**src/rtl/core/slmc_pkg.sv**
```systemverilog
package slmc_pkg;

  localparam logic [2:0] CFG_ACCEL_STEP = 3'd0;
  localparam logic [2:0] CFG_MAX_ANGLE  = 3'd1;
  localparam logic [2:0] CFG_STOP_ANGLE = 3'd2;
  localparam logic [2:0] CFG_MIN_ANGLE  = 3'd3;
  localparam logic [2:0] CFG_SPEED_LOW  = 3'd4;
  localparam logic [2:0] CFG_SPEED_HIGH = 3'd5;

  localparam logic signed [7:0] FULL_SPEED = 8'sd100;

  // floor(x / 100) == (x * DIV_RECIP) >> DIV_SHIFT for 0 <= x < 32768
  localparam logic [12:0] DIV_RECIP    = 13'd5243;
  localparam int          DIV_SHIFT    = 19;
  localparam logic [14:0] DIV_CEIL_ADJ = 15'd99;

  typedef struct packed {
    logic [6:0]        accel_step;
    logic [7:0]        max_angle;
    logic [7:0]        stop_angle;
    logic [7:0]        min_angle;
    logic signed [7:0] speed_low;
    logic signed [7:0] speed_high;
  } slmc_cfg_t;

  typedef struct packed {
    logic signed [7:0] speed;
    logic              at_target;
  } slmc_spd_t;

endpackage

```
**src/rtl/core/slew_limited_motor_command.sv**
```systemverilog
// Channel  Direction  Handshake              Payload
// in       input      in_valid / in_ready    in_target_speed[7:0] signed
// out      output     out_valid / out_ready  out_speed_now[7:0] signed, out_angle[7:0],
//                                            out_at_target
// cfg      input      cfg_we (no wait)       cfg_addr[2:0], cfg_wdata[7:0]
//
// One transfer per cycle sustained while out_ready is held high; a result passes
// through four register stages (input, ramp, product, output).
// Reset is synchronous on rst_n: ramp state to zero, registers to defaults.
// A stalled output backs up the pipeline one stage at a time; in_ready drops
// only when every stage holds an item.
module slew_limited_motor_command
  import slmc_pkg::*;
#(
  parameter int MAX_ACCEL = 100
) (
  input  logic              clk,
  input  logic              rst_n,
  input  logic              in_valid,
  output logic              in_ready,
  input  logic signed [7:0] in_target_speed,
  output logic              out_valid,
  input  logic              out_ready,
  output logic signed [7:0] out_speed_now,
  output logic [7:0]        out_angle,
  output logic              out_at_target,
  input  logic              cfg_we,
  input  logic [2:0]        cfg_addr,
  input  logic [7:0]        cfg_wdata
);

  slmc_cfg_t         cfg_r;
  logic              in_vld_r;
  logic signed [7:0] tgt_r;
  logic              rmp_ready;
  logic              rmp_valid;
  slmc_spd_t         rmp_data;
  logic              map_ready;
  logic              accel_ok;

  assign in_ready = !in_vld_r || rmp_ready;
  assign accel_ok = (cfg_wdata[6:0] != 7'd0) && (cfg_wdata[6:0] <= 7'(MAX_ACCEL));

  always_ff @(posedge clk) begin
    if (!rst_n) begin
      cfg_r.accel_step <= 7'd1;
      cfg_r.max_angle  <= 8'd180;
      cfg_r.stop_angle <= 8'd90;
      cfg_r.min_angle  <= 8'd6;
      cfg_r.speed_low  <= -FULL_SPEED;
      cfg_r.speed_high <= FULL_SPEED;
    end else if (cfg_we) begin
      case (cfg_addr)
        CFG_ACCEL_STEP: begin
          if (accel_ok) begin
            cfg_r.accel_step <= cfg_wdata[6:0];
          end
        end
        CFG_MAX_ANGLE:  cfg_r.max_angle  <= cfg_wdata;
        CFG_STOP_ANGLE: cfg_r.stop_angle <= cfg_wdata;
        CFG_MIN_ANGLE:  cfg_r.min_angle  <= cfg_wdata;
        CFG_SPEED_LOW:  cfg_r.speed_low  <= $signed(cfg_wdata);
        CFG_SPEED_HIGH: cfg_r.speed_high <= $signed(cfg_wdata);
        default: ;
      endcase
    end
  end

  always_ff @(posedge clk) begin
    if (!rst_n) begin
      in_vld_r <= 1'b0;
    end else if (in_ready) begin
      in_vld_r <= in_valid;
    end
  end

  always_ff @(posedge clk) begin
    if (in_valid && in_ready) begin
      tgt_r <= in_target_speed;
    end
  end

  slmc_ramp u_ramp (
    .clk       (clk),
    .rst_n     (rst_n),
    .cfg       (cfg_r),
    .up_valid  (in_vld_r),
    .up_target (tgt_r),
    .up_ready  (rmp_ready),
    .dn_valid  (rmp_valid),
    .dn_data   (rmp_data),
    .dn_ready  (map_ready)
  );

  slmc_map u_map (
    .clk           (clk),
    .rst_n         (rst_n),
    .cfg           (cfg_r),
    .up_valid      (rmp_valid),
    .up_data       (rmp_data),
    .up_ready      (map_ready),
    .out_valid     (out_valid),
    .out_ready     (out_ready),
    .out_speed_now (out_speed_now),
    .out_angle     (out_angle),
    .out_at_target (out_at_target)
  );

endmodule

```
**src/rtl/core/slmc_ramp.sv**
```systemverilog
module slmc_ramp
  import slmc_pkg::*;
(
  input  logic              clk,
  input  logic              rst_n,
  input  slmc_cfg_t         cfg,
  input  logic              up_valid,
  input  logic signed [7:0] up_target,
  output logic              up_ready,
  output logic              dn_valid,
  output slmc_spd_t         dn_data,
  input  logic              dn_ready
);

  logic              vld_r;
  logic              vld_nxt;
  slmc_spd_t         res_r;
  logic signed [7:0] cur_r;
  logic signed [7:0] cur_nxt;
  logic signed [7:0] held_r;
  logic signed [7:0] held_nxt;
  logic signed [7:0] req_sat;
  logic              in_win;
  logic signed [8:0] diff;
  logic signed [8:0] step;
  logic signed [8:0] cur_dlt;
  logic              fire;

  assign up_ready = !vld_r || dn_ready;
  assign fire     = up_valid && up_ready;
  assign dn_valid = vld_r;
  assign dn_data  = res_r;

  always_comb begin
    in_win = (up_target >= cfg.speed_low) && (up_target <= cfg.speed_high);
    if (up_target > FULL_SPEED) begin
      req_sat = FULL_SPEED;
    end else if (up_target < -FULL_SPEED) begin
      req_sat = -FULL_SPEED;
    end else begin
      req_sat = up_target;
    end
    held_nxt = in_win ? req_sat : held_r;
    diff     = {held_nxt[7], held_nxt} - {cur_r[7], cur_r};
    step     = $signed({2'b00, cfg.accel_step});
    if (diff > step) begin
      cur_dlt = step;
    end else if (diff < -step) begin
      cur_dlt = -step;
    end else begin
      cur_dlt = diff;
    end
    cur_nxt = 8'({cur_r[7], cur_r} + cur_dlt);
    vld_nxt = up_ready ? up_valid : vld_r;
  end

  always_ff @(posedge clk) begin
    if (!rst_n) begin
      vld_r  <= 1'b0;
      cur_r  <= '0;
      held_r <= '0;
    end else begin
      vld_r <= vld_nxt;
      if (fire) begin
        cur_r  <= cur_nxt;
        held_r <= held_nxt;
      end
    end
  end

  always_ff @(posedge clk) begin
    if (fire) begin
      res_r.speed     <= cur_nxt;
      res_r.at_target <= (cur_nxt == held_nxt);
    end
  end

  a_speed_range: assert property (@(posedge clk) disable iff (!rst_n)
    (cur_r <= FULL_SPEED) && (cur_r >= -FULL_SPEED) &&
    (held_r <= FULL_SPEED) && (held_r >= -FULL_SPEED))
    else $error("ramp state out of full-speed range");

  a_slew_bound: assert property (@(posedge clk) disable iff (!rst_n)
    fire |-> (cur_dlt <= step) && (cur_dlt >= -step))
    else $error("speed change exceeds accel step");

  a_state_hold: assert property (@(posedge clk) disable iff (!rst_n)
    !fire |=> $stable(cur_r) && $stable(held_r))
    else $error("ramp state moved without a transfer");

  a_at_target: assert property (@(posedge clk) disable iff (!rst_n)
    (vld_r && res_r.at_target) |-> (res_r.speed == held_r))
    else $error("at_target flag disagrees with held target");

endmodule

```
**src/rtl/core/slmc_map.sv**
```systemverilog
module slmc_map
  import slmc_pkg::*;
(
  input  logic              clk,
  input  logic              rst_n,
  input  slmc_cfg_t         cfg,
  input  logic              up_valid,
  input  slmc_spd_t         up_data,
  output logic              up_ready,
  output logic              out_valid,
  input  logic              out_ready,
  output logic signed [7:0] out_speed_now,
  output logic [7:0]        out_angle,
  output logic              out_at_target
);

  logic               prd_vld_r;
  logic signed [15:0] prod_r;
  slmc_spd_t          prd_spd_r;
  logic               out_vld_r;
  logic signed [7:0]  spd_out_r;
  logic [7:0]         ang_out_r;
  logic               at_out_r;

  logic               out_en;
  logic               prd_en;
  logic               neg;
  logic [7:0]         mag;
  logic signed [8:0]  span;
  logic signed [16:0] prod_full;
  logic               pneg;
  logic [14:0]        pabs;
  logic [14:0]        num;
  logic [27:0]        recip_prod;
  logic [8:0]         quo;
  logic signed [10:0] ang_sum;
  logic [7:0]         ang_sat;

  assign out_en   = !out_vld_r || out_ready;
  assign prd_en   = !prd_vld_r || out_en;
  assign up_ready = prd_en;

  always_comb begin
    neg       = up_data.speed < 0;
    mag       = 8'(neg ? -up_data.speed : up_data.speed);
    span      = neg ? ($signed({1'b0, cfg.min_angle}) - $signed({1'b0, cfg.stop_angle}))
                    : ($signed({1'b0, cfg.max_angle}) - $signed({1'b0, cfg.stop_angle}));
    prod_full = {9'd0, mag} * {{8{span[8]}}, span};
  end

  always_comb begin
    pneg       = prod_r < 0;
    pabs       = 15'(pneg ? -prod_r : prod_r);
    num        = pneg ? pabs + DIV_CEIL_ADJ : pabs;
    recip_prod = {13'd0, num} * {15'd0, DIV_RECIP};
    quo        = recip_prod[DIV_SHIFT +: 9];
    ang_sum    = $signed({3'b000, cfg.stop_angle})
               + (pneg ? -$signed({2'b00, quo}) : $signed({2'b00, quo}));
    if (ang_sum < 0) begin
      ang_sat = 8'd0;
    end else if (ang_sum > 11'sd255) begin
      ang_sat = 8'd255;
    end else begin
      ang_sat = ang_sum[7:0];
    end
  end

  always_ff @(posedge clk) begin
    if (!rst_n) begin
      prd_vld_r <= 1'b0;
      out_vld_r <= 1'b0;
    end else begin
      if (prd_en) begin
        prd_vld_r <= up_valid;
      end
      if (out_en) begin
        out_vld_r <= prd_vld_r;
      end
    end
  end

  always_ff @(posedge clk) begin
    if (prd_en && up_valid) begin
      prod_r    <= 16'(prod_full);
      prd_spd_r <= up_data;
    end
    if (out_en && prd_vld_r) begin
      spd_out_r <= prd_spd_r.speed;
      ang_out_r <= ang_sat;
      at_out_r  <= prd_spd_r.at_target;
    end
  end

  assign out_valid     = out_vld_r;
  assign out_speed_now = spd_out_r;
  assign out_angle     = ang_out_r;
  assign out_at_target = at_out_r;

endmodule
```
**config.mk**
```make
export PLATFORM = sky130hd
export DESIGN_NAME = slew_limited_motor_command
export DESIGN_NICKNAME = d
export VERILOG_FILES = /design/src/rtl/core/slmc_pkg.sv /design/src/rtl/core/slew_limited_motor_command.sv /design/src/rtl/core/slmc_ramp.sv /design/src/rtl/core/slmc_map.sv
export SDC_FILE = /design/constraint.sdc
export NUM_CORES = 1
export LEC_CHECK = 0
export BUFFER_PORTS_ARGS = -buffer_cell sky130_fd_sc_hd__buf_2
export CAP_MARGIN = 20
export CORE_ASPECT_RATIO = 1.4
export CORE_MARGIN = 5
export CORE_UTILIZATION = 55
export DETAILED_ROUTE_END_ITERATION = 8
export PLACE_DENSITY = 0.72
export SLEW_MARGIN = 20
export SYNTH_ARGS = -nofsm -noshare
export SYNTH_HDL_FRONTEND = slang
export SYNTH_SLANG_ARGS = --single-unit
```
**constraint.sdc**
```tcl
create_clock -name clk -period 13.5 [get_ports clk]
set_input_delay 1.35 -clock clk [delete_from_list [all_inputs] [get_ports clk]]
set_output_delay 1.35 -clock clk [all_outputs]
set_load 0.005 [all_outputs]
```
# After elaboration in Yosys (flattened, before gate mapping)
# Index checks and enable logic that the tools add are counted.
[word_totals]
reg_bits = 126
wordCells = 83
in_bits = 24
[classes]
mul = 2
addsub = 10
mux = 11
n_eq_ne = 6
magnitude_cmp = 11
n_reduce_logical = 22
[ops]
columns = ["operator", "n"]
rows = [
  ["8-bit 2-to-1 mux", 7],
  ["15-bit 2-to-1 mux", 2],
  ["15-bit by 13-bit multiplier with 28-bit output (second input constant)", 1],
  ["8-bit by 8-bit subtractor with 9-bit output", 3],
  ["16-bit by 1-bit less-than comparator with 1-bit output (second input constant)", 1],
  ["9-bit by 9-bit multiplier with 16-bit output", 1],
  ["15-bit by 7-bit adder with 15-bit output (second input constant)", 1],
  ["15-bit negation", 1],
  ["9-bit by 11-bit adder with 11-bit output", 1],
  ["11-bit by 9-bit > comparator with 1-bit output (second input constant)", 1],
  ["11-bit by 1-bit less-than comparator with 1-bit output (second input constant)", 1],
  ["11-bit 2-to-1 mux", 1],
  ["9-bit negation with 11-bit output", 1],
  ["2-bit AND reduction", 5],
  ["9-bit by 8-bit > comparator with 1-bit output", 1],
  ["9-bit less-than comparator", 1],
  ["9-bit 2-to-1 mux", 1],
  ["7-bit negation with 9-bit output", 1],
  ["8-bit adder", 1],
  ["8-bit equality test", 1],
  ["8-bit >= comparator", 1],
  ["8-bit > comparator (second input constant)", 1],
  ["8-bit less-or-equal comparator", 1],
  ["8-bit by 1-bit less-than comparator with 1-bit output (second input constant)", 1],
  ["12 further kinds", 25],
]

# Depth between registers and ports, before layout
# Gate-level depths: netlist of the first run.
[logic_depth]
ltp_word = 10
depth_mapped = 43
ltp_nobuf = 41

# Modules after synthesis
# From an unflattened synthesis of the first run, not the netlist that was laid out.
[hier_totals]
hier_cells = 1626
hier_area_um2 = 14898.0
[by_module_without_submodules]
columns = ["mod", "n_inst", "area_per_inst_um2", "cells_each"]
rows = [
  ["slmc_map", 1, 9579.2, 1004],
  ["slmc_ramp", 1, 3180.6, 390],
  ["slew_limited_motor_command", 1, 2138.3, 232],
]

# Worst setup path after synthesis of the first run
# OpenSTA, ideal clock, no wires.
[synth_path]
kind = "flip-flop to flip-flop"
startpoint = "reg u_map.prod_r[0]"
endpoint = "reg u_map.ang_out_r[0], in the netlist u_map.out_angle[0], data pin"
stages_incl_launch_ff = 41
arrival_ns = 9.198
n_path_buf = 2
required_time_ns = 13.237
path_slack_ns = 4.039
cell_sequence = "edfxtp_1 > buf_6 > inv_1 > ha_1 > or3b_1 > or3_1 > buf_6 > o31ai_2 > xor2_1 > a2111oi_4 > nand2_2 > nor3_2 > xnor2_2 > ha_1 > ha_1 > inv_1 > fa_1 > inv_1 > [... 5 more ...] > a21oi_1 > o221ai_1 > a21o_1 > or4_1 > nand2_1 > ha_1 > nand2_1 > o21ai_0 > inv_1 > fa_1 > nand2b_1 > a21oi_1 > o2111ai_1 > and2_1 > or3_1 > o211ai_1 > o221a_2 > o21ai_0"
[synth_via]
elab_chain_len = 10
word_cells_on_any_way = 12
[synth_rtl]
columns = ["element", "line", "text"]
rows = [
  ["start, declared", "slmc_map.sv:18", "logic signed [15:0] prod_r;"],
  ["start signal, assigned", "slmc_map.sv:84", "prod_r <= 16'(prod_full);"],
  ["15-bit negation / 16-bit by 1-bit less-than comparator with 1-bit output (equally long branches)", "slmc_map.sv:53, slmc_map.sv:52", ""],
  ["15-bit 2-to-1 mux", "slmc_map.sv:53", "pabs = 15'(pneg ? -prod_r : prod_r);"],
  ["15-bit by 7-bit adder with 15-bit output", "slmc_map.sv:54", "num = pneg ? pabs + DIV_CEIL_ADJ : pabs;"],
  ["15-bit 2-to-1 mux", "slmc_map.sv:54", ""],
  ["15-bit by 13-bit multiplier with 28-bit output", "slmc_map.sv:55", "recip_prod = {13'd0, num} * {15'd0, DIV_RECIP};"],
  ["9-bit negation with 11-bit output", "slmc_map.sv:58", "+ (pneg ? -$signed({2'b00, quo}) : $signed({2'b00, quo}));"],
  ["11-bit 2-to-1 mux (*)", "slmc_map.sv:58", ""],
  ["9-bit by 11-bit adder with 11-bit output (*)", "slmc_map.sv:58", ""],
  ["11-bit by 9-bit > comparator with 1-bit output", "slmc_map.sv:61", "end else if (ang_sum > 11'sd255) begin"],
  ["8-bit 2-to-1 mux", "slmc_map.sv:61", ""],
  ["end signal, assigned", "slmc_map.sv:89", "ang_out_r <= ang_sat;"],
  ["end, declared", "slmc_map.sv:22", "logic [7:0] ang_out_r;"],
]
# Every way passes the cells marked *; elsewhere a longest branch is shown, timed or not.
# A chain may end at the register's enable or synchronous reset.

# Worst setup path in the final report of the first run
[layout_path]
startpoint = "reg u_map.prod_r[0]"
endpoint = "reg u_map.ang_out_r[2], in the netlist u_map.out_angle[2], data pin"
# Same word-level chain as after synthesis.

==> run metrics, run 1 <==
fmax=0.0948 GHz; first-pass GRT wire length=57100 um; Initial Util=55.9%; DR pass1 iterations=5; Post-DP Area=0.0152 sq mm; Async SR Flop Fraction=0%; Detail Route Antenna Nets=0; Synth Area in Compound Gates=15.2%; vias per cell=5.66; GRT Resource Usage Total=23.5%; final instance area=0.0158 sq mm; critical path arrival=10720 ps; maxcap violations=0; # Post-CTS Setup Buffers=0; die span in y=203 um; post-cts hold buffer count=0; GRT overflow=0; average cell area after synthesis=9.10 sq um; post-synthesis mux area share=1.92%; Synth Area in Adders=33.0%; Post-Syn Nets=1961; wire length per cell=17.1 um; Critical-path top delay cell=o221ai_1; mapped cell area=0.0147 sq mm; clk slew on worst S/H paths=60 ps; Slew headroom=35.3%; post-synthesis simple-gate area fraction=14.2%; CTS root buf=clkbuf_16; largest family of logic cells by synthesized area=adder cells; xor and xnor fraction of the mapped netlist area=6.74%; die area=0.0301 sq mm; die width=148 um; Slew @ Worst Pin=960 ps; met1 wire length=12800 um; total wire length=33900 um; Yosys cell types=96; Hold WS=416 ps; number of gates resized after cts=0; CP Capture Type=flop; Cell Rows=70; Post-route DRC=0; Gate Count Post-Synth=1615; Antenna Cells=0; CTS buffer count=17; layout cells sized above 1=8.77%; Yosys top cell by area=ha_1; period utilization=78.1%; Fillers=2322; H-tree depth=4; Final setup viols=0; Area contributors post-synth=ha_1 (18%), fa_1 (15%), edfxtp_1 (12%); status=finished clean; count leader, synth=inv_1; vias in the first global route=11.8k; Critical Path RT=13680 ps; Yosys Warn Count=0; DPL Wire Length=27800 um; CP max FO=10; final hold viol count=0; top cells by instance count after synthesis=inv_1 (247), ha_1 (213), nand2_1 (175), fa_1 (109), nor2_1 (85); NumNets Final=1986; Period minus WS final=10540 ps; unrepaired setup endpoints after global routing=false; Worst-Skew Late Latency=430 ps; DRT iter0 DRCs=516; Post-synth EDFFs=59; sequential share of the synthesized area=21.2%; CTS max path bufs=2; port bufs=42; P&R area growth vs syn=7.48%; Startpoint Class=flop; setup total negative slack=0 ps; Top-Level Pins=43; max-slew violations=0; clock sink total=126; clk_skew=11.6 ps; Crit Path Class=reg -> reg; worst min path class=reg -> reg; number of synthesized register bits=126; Yosys top cell area share=18.1%; detailed-routed wire length on met2=18200 um; CTS tree=yes; met3 WL post-DR=961 um; max incr delay on CP=590 ps; Synth Flop Type=dfxtp_1; routability cong.=0.914; Vias=11.2k; highest routed layer=met4; core area=0.0263 sq mm; antenna violations before repair=0; largest net degree at the start of global routing=52
==> cell type report <==
class	instances	area (sq um)	area share [%]
sequential	126	3110	19.7
tap	324	405	2.57
timing repair buffer	49	263	1.66
multi-input combinational	1194	10400	66.1
clock inverter	13	186	1.18
inverter	252	946	5.99
clock buffer	19	433	2.74
==> sequential cells by signal, summed over array words and instances, names as in the netlist <==
signal and cells:
u_map.prd_spd_r 9, in_vld_r 1, u_ramp.held_r 8, u_map.out_speed_now 8, u_ramp.cur_r 8, u_map.out_angle 8
cfg_r 47, u_map.out_at_target 1, u_map.prd_vld_r 1, u_map.prod_r 16, u_ramp.dn_data 9, u_map.out_valid 1
u_ramp.dn_valid 1, tgt_r 8
==> kinds of logic after synthesis <==
kind of cell | after synthesis
xor gates and xnor gates | 102
AOI/OAI and AO/OA | 311
adders and majority gates | 322
DFF | 126
buffers and inverters | 295
muxes | 26
and+or+nand+nor | 433
==> layer usage <==
metal,vias up,track usage [%]
li1,5541,-
met1,5310,25.2
met2,231,43.6
met3,103,3.25
met4,0,13.5
met5,-,0
==> stage by stage <==
| step | utilization (%) | setup slack [ps] | cells |
|---|---|---|---|
| after global routing | 60.1 | 2160 | 1977 |
| after floorplan | - | 4040 | 1615 |
| after detailed placement | 57.7 | 3050 | 1945 |
| final | 60.1 | 2960 | 1977 |
| after global placement | 57.7 | 3300 | 1945 |
| after CTS | 60.1 | 3030 | 1977 |
==> worst paths after layout <==
| kind | cells past startpoint | end | start | slack, ps |
|---|---|---|---|---|
| worst max register to register | 39 | u_map.out_angle[2] | u_map.prod_r[0] | 2960 |
| worst max-delay path | 39 | u_map.out_angle[2] | u_map.prod_r[0] | 2960 |
| worst min-delay path | 0 | u_map.out_speed_now[0] | u_map.prd_spd_r[1] | 420 |
| worst min register to register | 0 | u_map.out_speed_now[0] | u_map.prd_spd_r[1] | 420 |
==> worst max-delay path, delay by kind of cell, from the launching register on <==
kind | cells | cell delay (ps)
muxes | 1 | 270
AOI/OAI and AO/OA | 11 | 2880
xor gates and xnor gates | 4 | 950
DFF | 1 | 520
and+or+nand+nor | 10 | 2400
adders and majority gates | 8 | 2900
buffers and inverters | 5 | 340
==> layout by cell type (no fill, tap or decap), types with 17 or more instances in the layout <==
cell | synthesis | layout
a21boi_0 | 33 | 33
a21o_1 | 25 | 25
a21oi_1 | 57 | 57
and2_1 | 17 | 17
buf_2 | 0 | 42
clkbuf_16 | 0 | 17
dfxtp_1 | 67 | 67
edfxtp_1 | 59 | 59
fa_1 | 109 | 109
ha_1 | 213 | 213
inv_1 | 247 | 247
nand2_1 | 175 | 175
nand3_1 | 25 | 25
nor2_1 | 85 | 85
nor2b_1 | 21 | 19
o211ai_1 | 20 | 20
o21ai_0 | 47 | 47
xnor2_1 | 61 | 61
xor2_1 | 32 | 32
Power of run 1 is left out: the tool's default activity adds up to more than one toggle a clock period on the data nets, which glitch-free logic cannot reach.
==> run 2: changes to the inputs <==
- ABC_AREA: not set -> 1
- PLACE_DENSITY: 0.72 -> 0.75
- clock period: 13.5 -> 8.5 ns (I/O delays scaled with it)
==> run 2 against run 1 <==
  * The run now ends with negative setup slack left
  * Via count rose by 10%
  * Global-route usage grew 0.15 points
  * Non-clock buffer count up 57
  * Critical path depth increased by 12
  * Synthesized area fell by 1.0%
  * Clock skew grew 1.5 ps
  * First-iteration DRC count rose by 51%
  * Synthesized cell count up 15%
  * Cell count is 16% higher
==> run metrics, run 2 <==
status=finished with violations; failing checks=negative setup slack; Detail Route Antenna Nets=0; port bufs=42; core area=0.0261 sq mm; Post-synth EDFFs=59; sequential share of the synthesized area=21.4%; routability cong.=0.947; CTS tree=yes; top cells by instance count after synthesis=inv_1 (418), nand2_1 (328), ha_1 (213), nor2_1 (145), a21oi_1 (115); clk_skew=13.0 ps; met1 wire length=13400 um; xor and xnor fraction of the mapped netlist area=5.44%; Slew @ Worst Pin=972 ps; Gate Count Post-Synth=1854; Worst-Skew Late Latency=440 ps; detailed-routed wire length on met2=20200 um; Top-Level Pins=43; largest net degree at the start of global routing=60; met3 WL post-DR=1400 um; Period minus WS final=8640 ps; max reg flops=47; clock sink total=126; highest routed layer=met4; Post-route DRC=0; largest register by flop count=cfg_r; most common cell after layout, fill and taps aside=inv_1; GRT Resource Usage Total=23.6%; CP Capture Type=flop; Synth Area in Adders=33.3%; die span in y=202 um; DRT iter0 DRCs=780; final hold viol count=0; mapped cell area=0.0145 sq mm; die width=147 um; first-pass GRT wire length=57400 um; CTS root buf=clkbuf_16; worst min path class=reg -> reg; Critical Path RT=8800 ps; unrepaired setup endpoints after global routing=true; post-route insts no fill=2297; Fillers=2078; largest family of logic cells by synthesized area=adder cells; DR pass1 iterations=6; Util after Layout=64.7%; largest registers=cfg_r x47, u_map.prod_r x16; CP max FO=8; Yosys cell types=50; P&R area growth vs syn=16.1%; average cell area after synthesis=7.84 sq um; Most common cell on crit path=inv_1; Antenna Cells=0; max-slew violations=0; CTS max path bufs=2; Setup WS pre-CTS=-204 ps; vias per cell=5.37; post-synthesis mux area share=0%; die area=0.0298 sq mm; period utilization=102%; Area contributors post-synth=ha_1 (18%), fa_1 (15%), edfxtp_1 (12%); Critical-path top delay cell=fa_1; Synth Flop Type=dfxtp_1; Post-DP Area=0.0152 sq mm; placed cell count=2220; Initial Util=55.7%; DPL Wire Length=28800 um; post-cts hold buffer count=0; Async SR Flop Fraction=0%; most frequent cells in the layout=inv_1 (404), nand2_1 (309), ha_1 (193), nor2_1 (132), fa_1 (106); CTS buffer count=17; layout cells sized above 1=15.3%; number of synthesized register bits=126; Post-Syn Nets=2200; Cell Rows=70; Yosys top cell by area=ha_1; fmax=0.116 GHz; final instance area=0.0169 sq mm; clk slew on worst S/H paths=60 ps; Crit Path Class=reg -> reg; count leader, synth=inv_1; NumNets Final=2306; Yosys top cell area share=18.3%; maxcap violations=0; H-tree depth=4; total wire length=37300 um; Final setup viols=8; post-synthesis simple-gate area fraction=18.0%; Vias=12.3k; Slew headroom=35.1%; GRT overflow=0; Final Worst Setup Slack=-140 ps; max incr delay on CP=550 ps; vias in the first global route=12.4k; critical path arrival=8930 ps; Synth Area in Compound Gates=10.1%; Startpoint Class=flop; antenna violations before repair=0; Yosys Warn Count=0; wire length per cell=16.2 um
run 2: cell types whose count changed after synthesis, moves of 31 or more:
cell / before / now
a21boi_0: 33 / 2
a21oi_1: 57 / 115
nor2_1: 85 / 145
nand3_1: 25 / 63
xnor2_1: 61 / 16
inv_1: 247 / 418
o21ai_0: 47 / 84
nand2_1: 175 / 328
run 2: repair_timing:
action,in CTS,in global routing
pin swaps,0,100
setup buffers,0,45
endpoints found under the setup margin,8,8
hold endpoints to repair,0,0
gates resized for setup,6,141
run 2: layout make-up:
cell class | instances | area, sq um | area share, %
multi-input combinational | 1275 | 10400 | 61.5
sequential | 126 | 3110 | 18.4
inverter | 434 | 1640 | 9.69
timing repair buffer | 106 | 738 | 4.37
clock buffer | 17 | 425 | 2.52
tap | 324 | 405 | 2.40
clock inverter | 15 | 188 | 1.11
run 2: worst max-delay path, delay by kind of cell (launching register included):
kind	cells	cell delay, ps
adders and majority gates	8	2940
DFF	1	470
buffers and inverters	14	1160
AOI/OAI and AO/OA	8	1250
xor gates and xnor gates	3	650
and+or+nand+nor	18	2000
run 2: per-layer routing:
| metal | GRT usage (%) | up-vias |
|---|---|---|
| li1 | - | 6055 |
| met1 | 24.4 | 5769 |
| met2 | 45.7 | 355 |
| met5 | 0 | - |
| met4 | 12.2 | 0 |
| met3 | 3.16 | 152 |
run 2: logic make-up after synthesis:
family / count (synthesis)
simple gates: 612
buf+inv: 453
fa+ha+maj: 322
compound gates: 261
flops: 126
xor+xnor: 80
run 2: worst paths after layout:
path	slack, ps	to	startpoint	cells past startpoint
worst max-delay path	-140	u_map.out_angle[2]	u_map.prod_r[2]	51
worst max register to register	-140	u_map.out_angle[2]	u_map.prod_r[2]	51
worst min-delay path	420	u_map.out_speed_now[1]	u_map.prd_spd_r[2]	0
worst min register to register	420	u_map.out_speed_now[1]	u_map.prd_spd_r[2]	0
run 2: per-stage QoR:
| stage | hold slack (ps) | TNS, ps |
|---|---|---|
| final | 418 | -848 |
| after detailed placement | 405 | -1460 |
| after global placement | 405 | 0 |
| after global routing | 429 | -3850 |
| after CTS | 419 | 0 |
| after floorplan | 400 | 0 |
Power of run 2 is left out for the same reason.
